## src/hdl/cwsc_pkg.sv

```systemverilog
package cwsc_pkg;

  // field widths
  localparam int BASE_W  = 8;
  localparam int CNT_W   = 24;
  localparam int SEQ_W   = 32;
  localparam int STEP_W  = 24;
  localparam int POS_W   = 25;
  localparam int CFG_IDX_W  = 1;
  localparam int CFG_DATA_W = 32;

  localparam int TALLY_BITS_DEF = 24;

  // register reset values
  localparam logic [STEP_W-1:0] WINDOW_STEP_RST = STEP_W'(100);

  // register indexes
  localparam logic [CFG_IDX_W-1:0] REG_WINDOW_STEP = 1'b0;
  localparam logic [CFG_IDX_W-1:0] REG_SEQ_LENGTH  = 1'b1;

  // bit-coded bases
  localparam logic [BASE_W-1:0] BASE_C      = 8'd40;
  localparam logic [BASE_W-1:0] BASE_PYR    = 8'd48;
  localparam logic [BASE_W-1:0] BASE_G      = 8'd72;
  localparam logic [BASE_W-1:0] BASE_PUR    = 8'd192;
  localparam logic [BASE_W-1:0] BASE_KETO   = 8'd80;
  localparam logic [BASE_W-1:0] BASE_STRONG = 8'd96;
  localparam logic [BASE_W-1:0] BASE_WEAK   = 8'd144;
  localparam logic [BASE_W-1:0] BASE_AMINO  = 8'd160;

  typedef struct packed {
    logic [BASE_W-1:0] base_code;
    logic              last_of_sequence;
  } item_t;

  typedef struct packed {
    logic [STEP_W-1:0] window_step;
    logic [SEQ_W-1:0]  sequence_length;
  } cfg_t;

  typedef struct packed {
    logic [CNT_W-1:0] cpg_pairs;
    logic [CNT_W-1:0] cpg_transitions;
    logic [SEQ_W-1:0] non_cpg_sites;
    logic [CNT_W-1:0] non_cpg_transitions;
    logic [CNT_W-1:0] transversions;
  } result_t;

endpackage

```

## src/hdl/cwsc_in_if.sv

```systemverilog
interface cwsc_in_if;
  logic                         valid;
  logic                         ready;
  logic [cwsc_pkg::BASE_W-1:0]  base_code;
  logic                         last_of_sequence;

  modport source (output valid, output base_code, output last_of_sequence, input ready);
  modport sink (input valid, input base_code, input last_of_sequence, output ready);
endinterface

```

## src/hdl/cwsc_out_if.sv

```systemverilog
interface cwsc_out_if;
  logic                        valid;
  logic                        ready;
  logic [cwsc_pkg::CNT_W-1:0]  cpg_pairs;
  logic [cwsc_pkg::CNT_W-1:0]  cpg_transitions;
  logic [cwsc_pkg::SEQ_W-1:0]  non_cpg_sites;
  logic [cwsc_pkg::CNT_W-1:0]  non_cpg_transitions;
  logic [cwsc_pkg::CNT_W-1:0]  transversions;

  modport source (output valid, output cpg_pairs, output cpg_transitions,
                  output non_cpg_sites, output non_cpg_transitions,
                  output transversions, input ready);
  modport sink (input valid, input cpg_pairs, input cpg_transitions,
                input non_cpg_sites, input non_cpg_transitions,
                input transversions, output ready);
endinterface

```

## src/hdl/cwsc_cfg_if.sv

```systemverilog
interface cwsc_cfg_if;
  logic                             valid;
  logic                             ready;
  logic [cwsc_pkg::CFG_IDX_W-1:0]   index;
  logic [cwsc_pkg::CFG_DATA_W-1:0]  data;

  modport source (output valid, output index, output data, input ready);
  modport sink (input valid, input index, input data, output ready);
endinterface

```

## src/hdl/cwsc_cfg_regs.sv

```systemverilog
module cwsc_cfg_regs (
  input  logic                             clk,
  input  logic                             rst_n,
  input  logic                             wr_en,
  input  logic [cwsc_pkg::CFG_IDX_W-1:0]   wr_index,
  input  logic [cwsc_pkg::CFG_DATA_W-1:0]  wr_data,
  output cwsc_pkg::cfg_t                   cfg
);

  logic [cwsc_pkg::STEP_W-1:0] window_step_r;
  logic [cwsc_pkg::SEQ_W-1:0]  seq_length_r;

  always_ff @(posedge clk) begin
    if (!rst_n) begin
      window_step_r <= cwsc_pkg::WINDOW_STEP_RST;
      seq_length_r  <= '0;
    end else if (wr_en) begin
      case (wr_index)
        cwsc_pkg::REG_WINDOW_STEP: window_step_r <= wr_data[cwsc_pkg::STEP_W-1:0];
        cwsc_pkg::REG_SEQ_LENGTH:  seq_length_r  <= wr_data[cwsc_pkg::SEQ_W-1:0];
        default: ;
      endcase
    end
  end

  assign cfg.window_step     = window_step_r;
  assign cfg.sequence_length = seq_length_r;

endmodule

```

## src/hdl/cwsc_in_stage.sv

```systemverilog
module cwsc_in_stage (
  input  logic            clk,
  input  logic            rst_n,
  input  logic            in_valid,
  output logic            in_ready,
  input  cwsc_pkg::item_t in_item,
  output logic            s1_valid,
  input  logic            s1_take,
  output cwsc_pkg::item_t s1_item
);

  logic            valid_r, valid_nxt;
  cwsc_pkg::item_t item_r;
  logic            in_fire;

  // refill in the same cycle the held request moves on
  assign in_ready  = !valid_r || s1_take;
  assign in_fire   = in_valid && in_ready;
  assign valid_nxt = in_fire || (valid_r && !s1_take);

  always_ff @(posedge clk) begin
    if (!rst_n) begin
      valid_r <= 1'b0;
    end else begin
      valid_r <= valid_nxt;
    end
  end

  always_ff @(posedge clk) begin
    if (in_fire) begin
      item_r <= in_item;
    end
  end

  assign s1_valid = valid_r;
  assign s1_item  = item_r;

endmodule

```

## src/hdl/cwsc_scan_core.sv

```systemverilog
module cwsc_scan_core #(
  parameter int TALLY_BITS = cwsc_pkg::TALLY_BITS_DEF
) (
  input  logic              clk,
  input  logic              rst_n,
  input  cwsc_pkg::cfg_t    cfg,
  input  logic              s1_valid,
  input  cwsc_pkg::item_t   s1_item,
  output logic              s1_take,
  output logic              out_valid,
  input  logic              out_ready,
  output cwsc_pkg::result_t out_result
);

  localparam int CNT_W = cwsc_pkg::CNT_W;
  localparam int SEQ_W = cwsc_pkg::SEQ_W;
  localparam int POS_W = cwsc_pkg::POS_W;

  logic [cwsc_pkg::BASE_W-1:0] held_base_r, held_base_nxt;
  logic                        held_valid_r, held_valid_nxt;
  logic [POS_W-1:0]            pos_r, pos_adv, pos_nxt;
  logic [TALLY_BITS-1:0]       cpg_r, cpgt_r, nct_r, tv_r;
  logic [TALLY_BITS-1:0]       cpg_sat, cpgt_sat, nct_sat, tv_sat;
  logic [TALLY_BITS-1:0]       cpg_nxt, cpgt_nxt, nct_nxt, tv_nxt;
  logic [TALLY_BITS:0]         cpg_sum, cpgt_sum, nct_sum, tv_sum;
  logic [1:0]                  cpgt_inc;
  logic [cwsc_pkg::BASE_W-1:0] a, b;
  logic                        a_cpg_first, b_cpg_second, is_pair, single, emit;
  logic                        a_trans, a_tvers;
  logic [SEQ_W-1:0]            cpg_wide;
  logic                        out_valid_r;
  cwsc_pkg::result_t           result_r, result_nxt;

  assign a = held_base_r;
  assign b = s1_item.base_code;

  assign a_cpg_first  = (a == cwsc_pkg::BASE_C) || (a == cwsc_pkg::BASE_PYR);
  assign b_cpg_second = (b == cwsc_pkg::BASE_G) || (b == cwsc_pkg::BASE_PUR);
  assign is_pair = held_valid_r && a_cpg_first && b_cpg_second;
  assign single  = held_valid_r && !is_pair;

  assign a_trans = (a == cwsc_pkg::BASE_PYR) || (a == cwsc_pkg::BASE_PUR);
  assign a_tvers = (a == cwsc_pkg::BASE_KETO) || (a == cwsc_pkg::BASE_STRONG) ||
                   (a == cwsc_pkg::BASE_WEAK) || (a == cwsc_pkg::BASE_AMINO);

  assign cpgt_inc = is_pair ? (2'((a == cwsc_pkg::BASE_PYR)) + 2'((b == cwsc_pkg::BASE_PUR)))
                            : 2'd0;

  // saturating adds: carry out means the tally passed its top
  assign cpg_sum  = {1'b0, cpg_r}  + (TALLY_BITS+1)'(is_pair);
  assign cpgt_sum = {1'b0, cpgt_r} + (TALLY_BITS+1)'(cpgt_inc);
  assign nct_sum  = {1'b0, nct_r}  + (TALLY_BITS+1)'(single && a_trans);
  assign tv_sum   = {1'b0, tv_r}   + (TALLY_BITS+1)'(single && a_tvers);

  assign cpg_sat  = cpg_sum[TALLY_BITS]  ? '1 : cpg_sum[TALLY_BITS-1:0];
  assign cpgt_sat = cpgt_sum[TALLY_BITS] ? '1 : cpgt_sum[TALLY_BITS-1:0];
  assign nct_sat  = nct_sum[TALLY_BITS]  ? '1 : nct_sum[TALLY_BITS-1:0];
  assign tv_sat   = tv_sum[TALLY_BITS]   ? '1 : tv_sum[TALLY_BITS-1:0];

  assign pos_adv = pos_r + (is_pair ? POS_W'(2) : POS_W'(single));
  assign emit    = held_valid_r && (pos_adv >= POS_W'(cfg.window_step));

  assign held_valid_nxt = is_pair ? 1'b0 : !s1_item.last_of_sequence;
  assign held_base_nxt  = held_valid_nxt ? b : '0;

  assign cpg_nxt  = emit ? '0 : cpg_sat;
  assign cpgt_nxt = emit ? '0 : cpgt_sat;
  assign nct_nxt  = emit ? '0 : nct_sat;
  assign tv_nxt   = emit ? '0 : tv_sat;
  assign pos_nxt  = emit ? '0 : pos_adv;

  assign cpg_wide = SEQ_W'(cpg_sat);

  always_comb begin
    result_nxt.cpg_pairs           = CNT_W'(cpg_sat);
    result_nxt.cpg_transitions     = CNT_W'(cpgt_sat);
    result_nxt.non_cpg_sites       = (cfg.sequence_length >= cpg_wide) ?
                                     (cfg.sequence_length - cpg_wide) : '0;
    result_nxt.non_cpg_transitions = CNT_W'(nct_sat);
    result_nxt.transversions       = CNT_W'(tv_sat);
  end

  // a request with no record never waits on the output side
  assign s1_take = s1_valid && (!emit || !out_valid_r || out_ready);

  always_ff @(posedge clk) begin
    if (!rst_n) begin
      held_base_r  <= '0;
      held_valid_r <= 1'b0;
      pos_r        <= '0;
      cpg_r        <= '0;
      cpgt_r       <= '0;
      nct_r        <= '0;
      tv_r         <= '0;
      out_valid_r  <= 1'b0;
    end else begin
      if (s1_take) begin
        held_base_r  <= held_base_nxt;
        held_valid_r <= held_valid_nxt;
        pos_r        <= pos_nxt;
        cpg_r        <= cpg_nxt;
        cpgt_r       <= cpgt_nxt;
        nct_r        <= nct_nxt;
        tv_r         <= tv_nxt;
      end
      if (s1_take && emit) begin
        out_valid_r <= 1'b1;
      end else if (out_ready) begin
        out_valid_r <= 1'b0;
      end
    end
  end

  always_ff @(posedge clk) begin
    if (s1_take && emit) begin
      result_r <= result_nxt;
    end
  end

  assign out_valid  = out_valid_r;
  assign out_result = result_r;

endmodule

```

## src/hdl/cpg_window_site_counter_top.sv

```systemverilog
// CpG window site counter. One bit-coded base byte is taken per request on in_bus
// together with a flag that marks the last byte of a sequence. Bytes are scanned
// in pairs: a C or Y byte followed by G or R makes one CpG site and both are used
// up; any other byte is scanned alone and counts a non-CpG transition (Y, R) or a
// transversion (K, S, W, M). Every scanned byte advances a position count; when it
// reaches window_step (register 0) one record of five counts leaves on out_bus and
// the tallies start again. non_cpg_sites is sequence_length (register 1) minus the
// CpG count, floored at zero. Tallies saturate and carry across sequences. A byte
// is caught in the input register at the edge that accepts it and is scanned from
// there; the scan step that closes a window also loads the record register, from
// which the record is presented. The block takes one byte every clock, limited
// only by the single scan step that updates the tallies, and stalls only when a
// record is due while the previous one is still unread. Configuration writes are
// always taken and must be made while the block is idle.
module cpg_window_site_counter_top #(
  parameter int TALLY_BITS = cwsc_pkg::TALLY_BITS_DEF
) (
  input  logic     clk,
  input  logic     rst_n,
  cwsc_in_if.sink  in_bus,
  cwsc_out_if.source out_bus,
  cwsc_cfg_if.sink cfg_bus
);

  cwsc_pkg::cfg_t    cfg;
  cwsc_pkg::item_t   in_item;
  cwsc_pkg::item_t   s1_item;
  cwsc_pkg::result_t result;
  logic              s1_valid;
  logic              s1_take;
  logic              in_ready;
  logic              out_valid;

  // register writes never stall
  assign cfg_bus.ready = 1'b1;

  cwsc_cfg_regs u_cfg (
    .clk      (clk),
    .rst_n    (rst_n),
    .wr_en    (cfg_bus.valid),
    .wr_index (cfg_bus.index),
    .wr_data  (cfg_bus.data),
    .cfg      (cfg)
  );

  assign in_item.base_code        = in_bus.base_code;
  assign in_item.last_of_sequence = in_bus.last_of_sequence;
  assign in_bus.ready             = in_ready;

  // input register
  cwsc_in_stage u_in (
    .clk      (clk),
    .rst_n    (rst_n),
    .in_valid (in_bus.valid),
    .in_ready (in_ready),
    .in_item  (in_item),
    .s1_valid (s1_valid),
    .s1_take  (s1_take),
    .s1_item  (s1_item)
  );

  // pairing, tallies, window check and record register
  cwsc_scan_core #(
    .TALLY_BITS (TALLY_BITS)
  ) u_core (
    .clk        (clk),
    .rst_n      (rst_n),
    .cfg        (cfg),
    .s1_valid   (s1_valid),
    .s1_item    (s1_item),
    .s1_take    (s1_take),
    .out_valid  (out_valid),
    .out_ready  (out_bus.ready),
    .out_result (result)
  );

  assign out_bus.valid               = out_valid;
  assign out_bus.cpg_pairs           = result.cpg_pairs;
  assign out_bus.cpg_transitions     = result.cpg_transitions;
  assign out_bus.non_cpg_sites       = result.non_cpg_sites;
  assign out_bus.non_cpg_transitions = result.non_cpg_transitions;
  assign out_bus.transversions       = result.transversions;

endmodule

```

## src/flat_wrapper.sv

```systemverilog
// flat-port wrapper written by rule: the top's interface ports become plain ports
module cpg_window_site_counter_top_flat 
#(
  parameter int TALLY_BITS = cwsc_pkg::TALLY_BITS_DEF
)
  (clk, rst_n, in_bus_valid, in_bus_base_code, in_bus_last_of_sequence, in_bus_ready, out_bus_valid, out_bus_cpg_pairs, out_bus_cpg_transitions, out_bus_non_cpg_sites, out_bus_non_cpg_transitions, out_bus_transversions, out_bus_ready, cfg_bus_valid, cfg_bus_index, cfg_bus_data, cfg_bus_ready);
  cwsc_in_if in_bus_i ();
  cwsc_out_if out_bus_i ();
  cwsc_cfg_if cfg_bus_i ();
  input  logic clk;
  input  logic rst_n;
  input wire logic [$bits(in_bus_i.valid)-1:0] in_bus_valid;
  input wire logic [$bits(in_bus_i.base_code)-1:0] in_bus_base_code;
  input wire logic [$bits(in_bus_i.last_of_sequence)-1:0] in_bus_last_of_sequence;
  output wire logic [$bits(in_bus_i.ready)-1:0] in_bus_ready;
  output wire logic [$bits(out_bus_i.valid)-1:0] out_bus_valid;
  output wire logic [$bits(out_bus_i.cpg_pairs)-1:0] out_bus_cpg_pairs;
  output wire logic [$bits(out_bus_i.cpg_transitions)-1:0] out_bus_cpg_transitions;
  output wire logic [$bits(out_bus_i.non_cpg_sites)-1:0] out_bus_non_cpg_sites;
  output wire logic [$bits(out_bus_i.non_cpg_transitions)-1:0] out_bus_non_cpg_transitions;
  output wire logic [$bits(out_bus_i.transversions)-1:0] out_bus_transversions;
  input wire logic [$bits(out_bus_i.ready)-1:0] out_bus_ready;
  input wire logic [$bits(cfg_bus_i.valid)-1:0] cfg_bus_valid;
  input wire logic [$bits(cfg_bus_i.index)-1:0] cfg_bus_index;
  input wire logic [$bits(cfg_bus_i.data)-1:0] cfg_bus_data;
  output wire logic [$bits(cfg_bus_i.ready)-1:0] cfg_bus_ready;
  assign in_bus_i.valid = in_bus_valid;
  assign in_bus_i.base_code = in_bus_base_code;
  assign in_bus_i.last_of_sequence = in_bus_last_of_sequence;
  assign in_bus_ready = in_bus_i.ready;
  assign out_bus_valid = out_bus_i.valid;
  assign out_bus_cpg_pairs = out_bus_i.cpg_pairs;
  assign out_bus_cpg_transitions = out_bus_i.cpg_transitions;
  assign out_bus_non_cpg_sites = out_bus_i.non_cpg_sites;
  assign out_bus_non_cpg_transitions = out_bus_i.non_cpg_transitions;
  assign out_bus_transversions = out_bus_i.transversions;
  assign out_bus_i.ready = out_bus_ready;
  assign cfg_bus_i.valid = cfg_bus_valid;
  assign cfg_bus_i.index = cfg_bus_index;
  assign cfg_bus_i.data = cfg_bus_data;
  assign cfg_bus_ready = cfg_bus_i.ready;
  cpg_window_site_counter_top #(.TALLY_BITS(TALLY_BITS)) u_core (.clk(clk), .rst_n(rst_n), .in_bus(in_bus_i), .out_bus(out_bus_i), .cfg_bus(cfg_bus_i));
endmodule
```

## config.mk

```make
export PLATFORM = sky130hd
export DESIGN_NAME = cpg_window_site_counter_top_flat
export DESIGN_NICKNAME = d
export VERILOG_FILES = /design/src/hdl/cwsc_pkg.sv /design/src/hdl/cwsc_in_if.sv /design/src/hdl/cwsc_out_if.sv /design/src/hdl/cwsc_cfg_if.sv /design/src/hdl/cwsc_cfg_regs.sv /design/src/hdl/cwsc_in_stage.sv /design/src/hdl/cwsc_scan_core.sv /design/src/hdl/cpg_window_site_counter_top.sv /design/src/flat_wrapper.sv
export SDC_FILE = /design/constraint.sdc
export NUM_CORES = 1
export LEC_CHECK = 0
export ABC_AREA = 1
export ABC_CLOCK_PERIOD_IN_PS = 28900
export BUFFER_PORTS_ARGS = -buffer_cell sky130_fd_sc_hd__buf_2
export CAP_MARGIN = 20
export CORE_UTILIZATION = 50
export CTS_BUF_LIST = sky130_fd_sc_hd__clkbuf_4
export DETAILED_ROUTE_END_ITERATION = 12
export GPL_ROUTABILITY_DRIVEN = 0
export PLACE_DENSITY = 0.81
export SLEW_MARGIN = 20
export SYNTH_ARGS = -nofsm -noshare
export SYNTH_HDL_FRONTEND = slang
export SYNTH_HIERARCHICAL = 1
export SYNTH_SLANG_ARGS = --single-unit
```

## constraint.sdc

```tcl
create_clock -name clk -period 28.9 [get_ports clk]
set_input_delay 1.445 -clock clk [delete_from_list [all_inputs] [get_ports clk]]
set_output_delay 1.445 -clock clk [all_outputs]
set_load 0.005 [all_outputs]
```

[After elaboration in Yosys (flattened, before gate mapping)]
Cells that the tools add are included.
Storage, ports and cells
  input bits: 47
  word-level logic and storage cells: 81
  register bits after elaboration: 325
Cells by class
  order comparisons: 2
  equal/unequal tests: 9
  bitwise operators: 1
  add/sub/neg operators: 7
  reductions and logical operators: 29
  mux-type cells: 15
Operator list (number)
  $mux W24: 8
  $add A24 B1 Y25: 3
  $eq A8 B8 Y1 const B: 4
  $ge A32 B24 Y1: 1
  $sub A32 B24 Y32: 1
  $add A24 B2 Y25: 1
  $add A25 B2 Y25: 1
  $ge A25 B24 Y1: 1
  $mux W25: 1
  $eq A8 B7 Y1 const B: 3
  $eq A8 B6 Y1 const B: 2
  $logic_and A1 B1 Y1: 10
  $logic_or A1 B1 Y1: 10
  $mux W8: 1
  $logic_not A1 Y1: 6
  $mux W2: 2
  $reduce_and A2 Y1: 2
  $mux W1: 3
  $add A1 B1 Y2: 1
  $reduce_bool A2 Y1: 1
  $not A1 Y1: 1

[Longest topological paths before layout]
  depth after elaboration: 17
  mapped depth: 35

[By module]
The synthesis kept the hierarchy.
By module, submodules not included
  cwsc_scan_core: area each 14787.9 um^2, times used 1, cells an instance 1924
  cwsc_cfg_regs: area each 2155.8 um^2, times used 1, cells an instance 294
  cwsc_in_stage: area each 321.6 um^2, times used 1, cells an instance 16
  cpg_window_site_counter_top: area each 11.3 um^2, times used 1, cells an instance 2

[Least setup slack after synthesis]
Ideal clock, no wire load.
  path kind: register to register
  start: register u_core.u_core.held_base_r (netlist bit u_core/u_core/a[0])
  end: register u_core.u_core.result_r (netlist bit u_core/u_core/out_result[0]) (enable)
  buffers on the path: 1
  clock period less this slack: 9.590 ns
  library setup time: 0.616 ns
  slack: 19.310 ns
  arrival time: 8.974 ns
  stages on the path, launching flop included: 31
  cell sequence: dfxtp_1 > or2_2 > nor3_1 > nand2_1 > o31ai_1 > nand2_1 > inv_1 > ha_1 > nand2_1 > nand2_1 > nand2_1 > nor2_1 > nand2_1 > nor3b_2 > nand2_1 > xor2_1 > inv_1 > ha_1 > nand2_1 > nor2_1 > nand2_1 > nor2_1 > nand2_1 > nand2_1 > nand2_1 > nand2_1 > nand2_1 > nand4_4 > nand2_2 > clkbuf_1 > nor2_1
On the way
  longest elaborated chain between the ends: 15
  elaborated cells on any way between the ends: 16
  those cells by class: 1 x add/sub; 1 x order compare; 2 x eq/ne; 1 x mux; 11 x reduce/logical
Ends and longest elaborated chain
  start: declaration: line cwsc_scan_core.sv:19  | logic [cwsc_pkg::BASE_W-1:0] held_base_r, held_base_nxt;
  start signal: assignment: line cwsc_scan_core.sv:98  | held_base_r <= held_base_nxt;
  $eq A8 B6 Y1: line cwsc_scan_core.sv:37  | assign a_cpg_first = (a == cwsc_pkg::BASE_C) || (a == cwsc_pkg::BASE_PYR);
  $logic_or A1 B1 Y1 *: line cwsc_scan_core.sv:37
  $logic_and A1 B1 Y1 * (2 in a row): line cwsc_scan_core.sv:39  | assign is_pair = held_valid_r && a_cpg_first && b_cpg_second;
  $logic_not A1 Y1: line cwsc_scan_core.sv:40  | assign single = held_valid_r && !is_pair;
  $logic_and A1 B1 Y1: line cwsc_scan_core.sv:40
  $mux W2 *: line cwsc_scan_core.sv:60  | assign pos_adv = pos_r + (is_pair ? POS_W'(2) : POS_W'(single));
  $add A25 B2 Y25 *: line cwsc_scan_core.sv:60
  $ge A25 B24 Y1 *: line cwsc_scan_core.sv:61  | assign emit = held_valid_r && (pos_adv >= POS_W'(cfg.window_step));
  $logic_and A1 B1 Y1 *: line cwsc_scan_core.sv:61
  $logic_not A1 Y1: line cwsc_scan_core.sv:84  | assign s1_take = s1_valid && (!emit || !out_valid_r || out_ready);
  $logic_or A1 B1 Y1 (2 in a row): line cwsc_scan_core.sv:84
  $logic_and A1 B1 Y1: line cwsc_scan_core.sv:84
  $logic_and A1 B1 Y1 *: line cwsc_scan_core.sv:115  | if (s1_take && emit) begin
  end signal: assignment: line cwsc_scan_core.sv:116  | result_r <= result_nxt;
  end: declaration: line cwsc_scan_core.sv:32  | cwsc_pkg::result_t result_r, result_nxt;
Mark *: on every way between the ends. The rest lies on a longest branch, timed or not.
A chain may end at the register's enable or synchronous reset.

[Worst setup path in the final report]
  start: register u_core.u_core.held_base_r (netlist bit u_core/u_core/a[0])
  end: output in_bus_ready
On the way
  longest elaborated chain between the ends: 15
  elaborated cells on any way between the ends: 16
  those cells by class: 1 x add/sub; 1 x order compare; 2 x eq/ne; 1 x mux; 11 x reduce/logical
Ends and longest elaborated chain
  $eq A8 B6 Y1: line cwsc_scan_core.sv:37
  $logic_or A1 B1 Y1 *: line cwsc_scan_core.sv:37
  $logic_and A1 B1 Y1 * (2 in a row): line cwsc_scan_core.sv:39
  $logic_not A1 Y1: line cwsc_scan_core.sv:40
  $logic_and A1 B1 Y1: line cwsc_scan_core.sv:40
  $mux W2 *: line cwsc_scan_core.sv:60
  $add A25 B2 Y25 *: line cwsc_scan_core.sv:60
  $ge A25 B24 Y1 *: line cwsc_scan_core.sv:61
  $logic_and A1 B1 Y1 *: line cwsc_scan_core.sv:61
  $logic_not A1 Y1 *: line cwsc_scan_core.sv:84
  $logic_or A1 B1 Y1 * (2 in a row): line cwsc_scan_core.sv:84
  $logic_and A1 B1 Y1 *: line cwsc_scan_core.sv:84
  via u_core.s1_take: line cpg_window_site_counter_top.sv:30  | logic s1_take;
  $logic_or A1 B1 Y1 *: line cwsc_in_stage.sv:17  | assign in_ready = !valid_r || s1_take;
  end: declaration: line flat_wrapper.sv:15  | output wire logic [$bits(in_bus_i.ready)-1:0] in_bus_ready;
The timed path passes the listed nets; every way through them passes the cells marked *.

==> results.cfg <==
[worst_setup_path]
path_max_fanout = 76
worstSetupPathType = flip-flop to output port
worstPathRequired_ns = 27.45
r2r_start = u_core/u_core/a[0]$_SDFFE_PN0P_
worstSetupEndpointType = output port
crit_top_cell = nand2_1
r2r_end = u_core/u_core/out_result[34]$_DFFE_PP_
rrSetupSlack_ns = 21.90
crit_path_max_incr_delay_ns = 0.75
crit_path_top_delay_cell = buf_4
reg2reg_depth = 33
start_kind = flip-flop
critPathArrivalTime_ns = 6.66

[outcome]
status = completed

[place]
place_area_um2 = 18400
placement.io_buffers = 176
hpwl_mm = 31.3

[synthesis]
synth_xor_area_share_pct = 3.30
synthFlopType = dfxtp_1
synth-compound-area-share_pct = 9.55
avgSynthCellArea_um2 = 7.73
synth_fa_ha_area_share_pct = 4.62
syn_inst = 2236
seq_area_frac_synth_pct = 45.6
synth_nets = 2345
ys_seq_elements = 325
syn_area_um2 = 17300
synthSimpleGateAreaFrac_pct = 28.8
synth_edf_count = 137
ys_types = 47
muxShareOfSynthArea_pct = 0
ys_warn_count = 6
async_flop_share_pct = 0
synth_top_family_by_area = simple AND/OR/NAND/NOR gates

[drt]
vias = 16256
wl_per_cell_um = 15.1
first_pass_iters = 8
vias_per_cell = 5.53
first_iter_violations = 1738
route.detailed.drc = 0
wl_met2_mm = 20.5
route.top_layer_used = met4
wl_met1_mm = 18.7
wirelength_mm = 44.5
dr_wl_met3_mm = 3.53
final_antenna_net_count = 0

[layout]
layout_common_cells = 461 x nand2_1, 258 x inv_1, 250 x nand3_1
fillers = 2987
design_area_um2 = 19500
final_common_cell = nand2_1
area_delta_synth_final_pct = 13.1
drive_gt1_share_pct = 15.4
nets = 2527

[sta]
relSlewSlack_pct = 32.5
setup_tns_ns = 0
rsz0062_at_grt = false
fin_crit_ns = 8.10
hold_viol = 0
slew_viol_final = 0
min_period_over_period_pct = 28.0
finalSetupViolations = 0
skew_ns = 0.0509
tightestPinTransition_ns = 1.01
fmax_ghz = 0.123

[cts]
post_cts_buffers = 0
cts-resized-gates = 0
cts_hold_buf = 0
cts_sinks = 325
ctsRootBufferMaster = clkbuf_4
clk_pin_slew_worst_paths_ns = 0.06
numCtsBuffers = 82
clk_latency_ns = 0.75
cts_htree_levels = 3
cts_tree = done
cts.path.max_buffers = 3

[grt]
grt_pass1_vias = 14936
grt_max_degree = 115
grt_usage_pct = 24.6
grt-ovfl-total = 0
grt_pass1_wl_mm = 71.8
antenna_found_initial = 8

[power_and_ir_drop]
pwr_density_cell_nw_per_um2 = 50.4
leakage_nw = 8.19
max-vdd-ir-drop_v = 0.0000243

[die]
coreArea_um2 = 33800
io_pins = 178
die_w_um = 188
die-area_um2 = 35300
die_y_um = 188
start_util_pct = 51.1
rows = 67

[hold_path]
min_path_cells = 2
min_to = u_core/u_core/a[0]$_SDFFE_PN0P_
worstHoldStart = u_core/u_core/a[0]$_SDFFE_PN0P_
min_path_type = flip-flop to flip-flop

[run]
drv_cap = 0
-- synthesized netlist by cell type, drive strengths merged, types with 2 or more instances --
| library cell | number | area (um2) |
|---|---|---|
| nand3 | 251 | 1270 |
| xnor2 | 29 | 254 |
| nor3 | 45 | 235 |
| buf | 35 | 221 |
| nand2 | 466 | 1760 |
| nand3b | 10 | 75.1 |
| nor2 | 225 | 852 |
| a211oi | 2 | 15.0 |
| o31ai | 2 | 15.0 |
| fa | 3 | 60.1 |
| o21ai | 71 | 355 |
| edfxtp | 137 | 4110 |
| and3 | 2 | 12.5 |
| nor4 | 22 | 138 |
| a21oi | 217 | 1090 |
| xor2 | 36 | 315 |
| nor3b | 4 | 35.0 |
| clkbuf | 54 | 206 |
| a21o | 7 | 52.6 |
| inv | 260 | 976 |
| o21bai | 2 | 15.0 |
| nand4 | 45 | 297 |
| or2 | 46 | 288 |
| ha | 59 | 738 |
| dfxtp | 188 | 3760 |
| a31oi | 8 | 50.1 |
-- cell type report --
class / count / area, um2 / share of cell area [%]
Antenna cell: 9 / 22.5 / 0.115
Clock buffer: 116 / 871 / 4.46
Clock inverter: 33 / 206 / 1.06
Inverter: 261 / 982 / 5.03
Multi-Input combinational cell: 1561 / 8010 / 41.0
Sequential cell: 325 / 7880 / 40.3
Tap cell: 448 / 561 / 2.87
Timing Repair Buffer: 187 / 1000 / 5.13
-- cell families after synthesis --
logic type / Yosys count
flops: 325
fa+ha+maj: 62
simple gates: 1117
compound gates: 316
xor+xnor: 65
other cells: 1
buf+inv: 350
-- registers in the layout (all words and copies together) (netlist names) --
signal	flops
u_core/u_core/held_valid_r	1
u_core/u_cfg/window_step_r	24
u_core/u_core/tv_r	24
u_core/u_core/out_result	128
u_core/u_cfg/seq_length_r	32
u_core/u_core/cpg_r	24
u_core/u_core/a	8
u_core/u_in/s1_valid	1
u_core/u_in/s1_item	9
u_core/u_core/out_valid	1
u_core/u_core/pos_r	25
u_core/u_core/cpgt_r	24
u_core/u_core/nct_r	24
-- worst max path at each step --
stage,start,end,slack [ns],cells after the start
detailed placement,u_core/u_core/a[0]$_SDFFE_PN0P_,in_bus_ready,21.61,34
global placement,u_core/u_core/a[0]$_SDFFE_PN0P_,in_bus_ready,21.93,34
CTS,u_core/u_core/a[0]$_SDFFE_PN0P_,in_bus_ready,20.77,34
floorplan,u_core/u_core/a[0]$_SDFFE_PN0P_,u_core/u_core/out_result[0]$_DFFE_PP_,19.31,30
finish,u_core/u_core/a[0]$_SDFFE_PN0P_,in_bus_ready,20.80,34
global route,u_core/u_core/a[0]$_SDFFE_PN0P_,in_bus_ready,20.12,34
-- power by group --
| group | switching, mW | total (mW) | internal, mW |
|---|---|---|---|
| Sequential | 0.00722 | 0.492 | 0.485 |
| Clock | 0.189 | 0.395 | 0.206 |
| Combinational | 0.0661 | 0.0977 | 0.0315 |
| Total | 0.263 | 0.985 | 0.722 |
-- critical path, delay by kind of cell (launching register included) --
family                   cells  cell delay (ns)
buffers and inverters        6             1.38
AO/OA/AOI/OAI                1             0.10
flip-flops                   1             0.31
adder cells (fa/ha/maj)      2             0.45
XOR/XNOR                     1             0.14
AND/OR/NAND/NOR             24             3.50
-- through the flow --
| stage | setup slack (ns) | power (mW) | hold slack (ns) | util (%) | std cells |
|---|---|---|---|---|---|
| after global routing | 20.12 | 1.03 | 0.476 | 57.8 | 2940 |
| after floorplan | 19.31 | 0.572 | 0.429 | - | 2236 |
| after detailed placement | 21.61 | 0.596 | 0.450 | 54.4 | 2779 |
| after CTS | 20.77 | 0.990 | 0.460 | 57.6 | 2928 |
| final | 20.80 | 0.985 | 0.459 | 57.8 | 2940 |
| after global placement | 21.93 | 0.593 | 0.448 | 54.4 | 2779 |
-- metal layers --
layer / track usage (%) / vias to the layer above
met2: 39.1 / 793
met5: 0 / -
met4: 12.4 / 0
met1: 32.3 / 7447
li1: - / 7863
met3: 4.42 / 153
No activity file was read; power rests on OpenSTA's default activity.
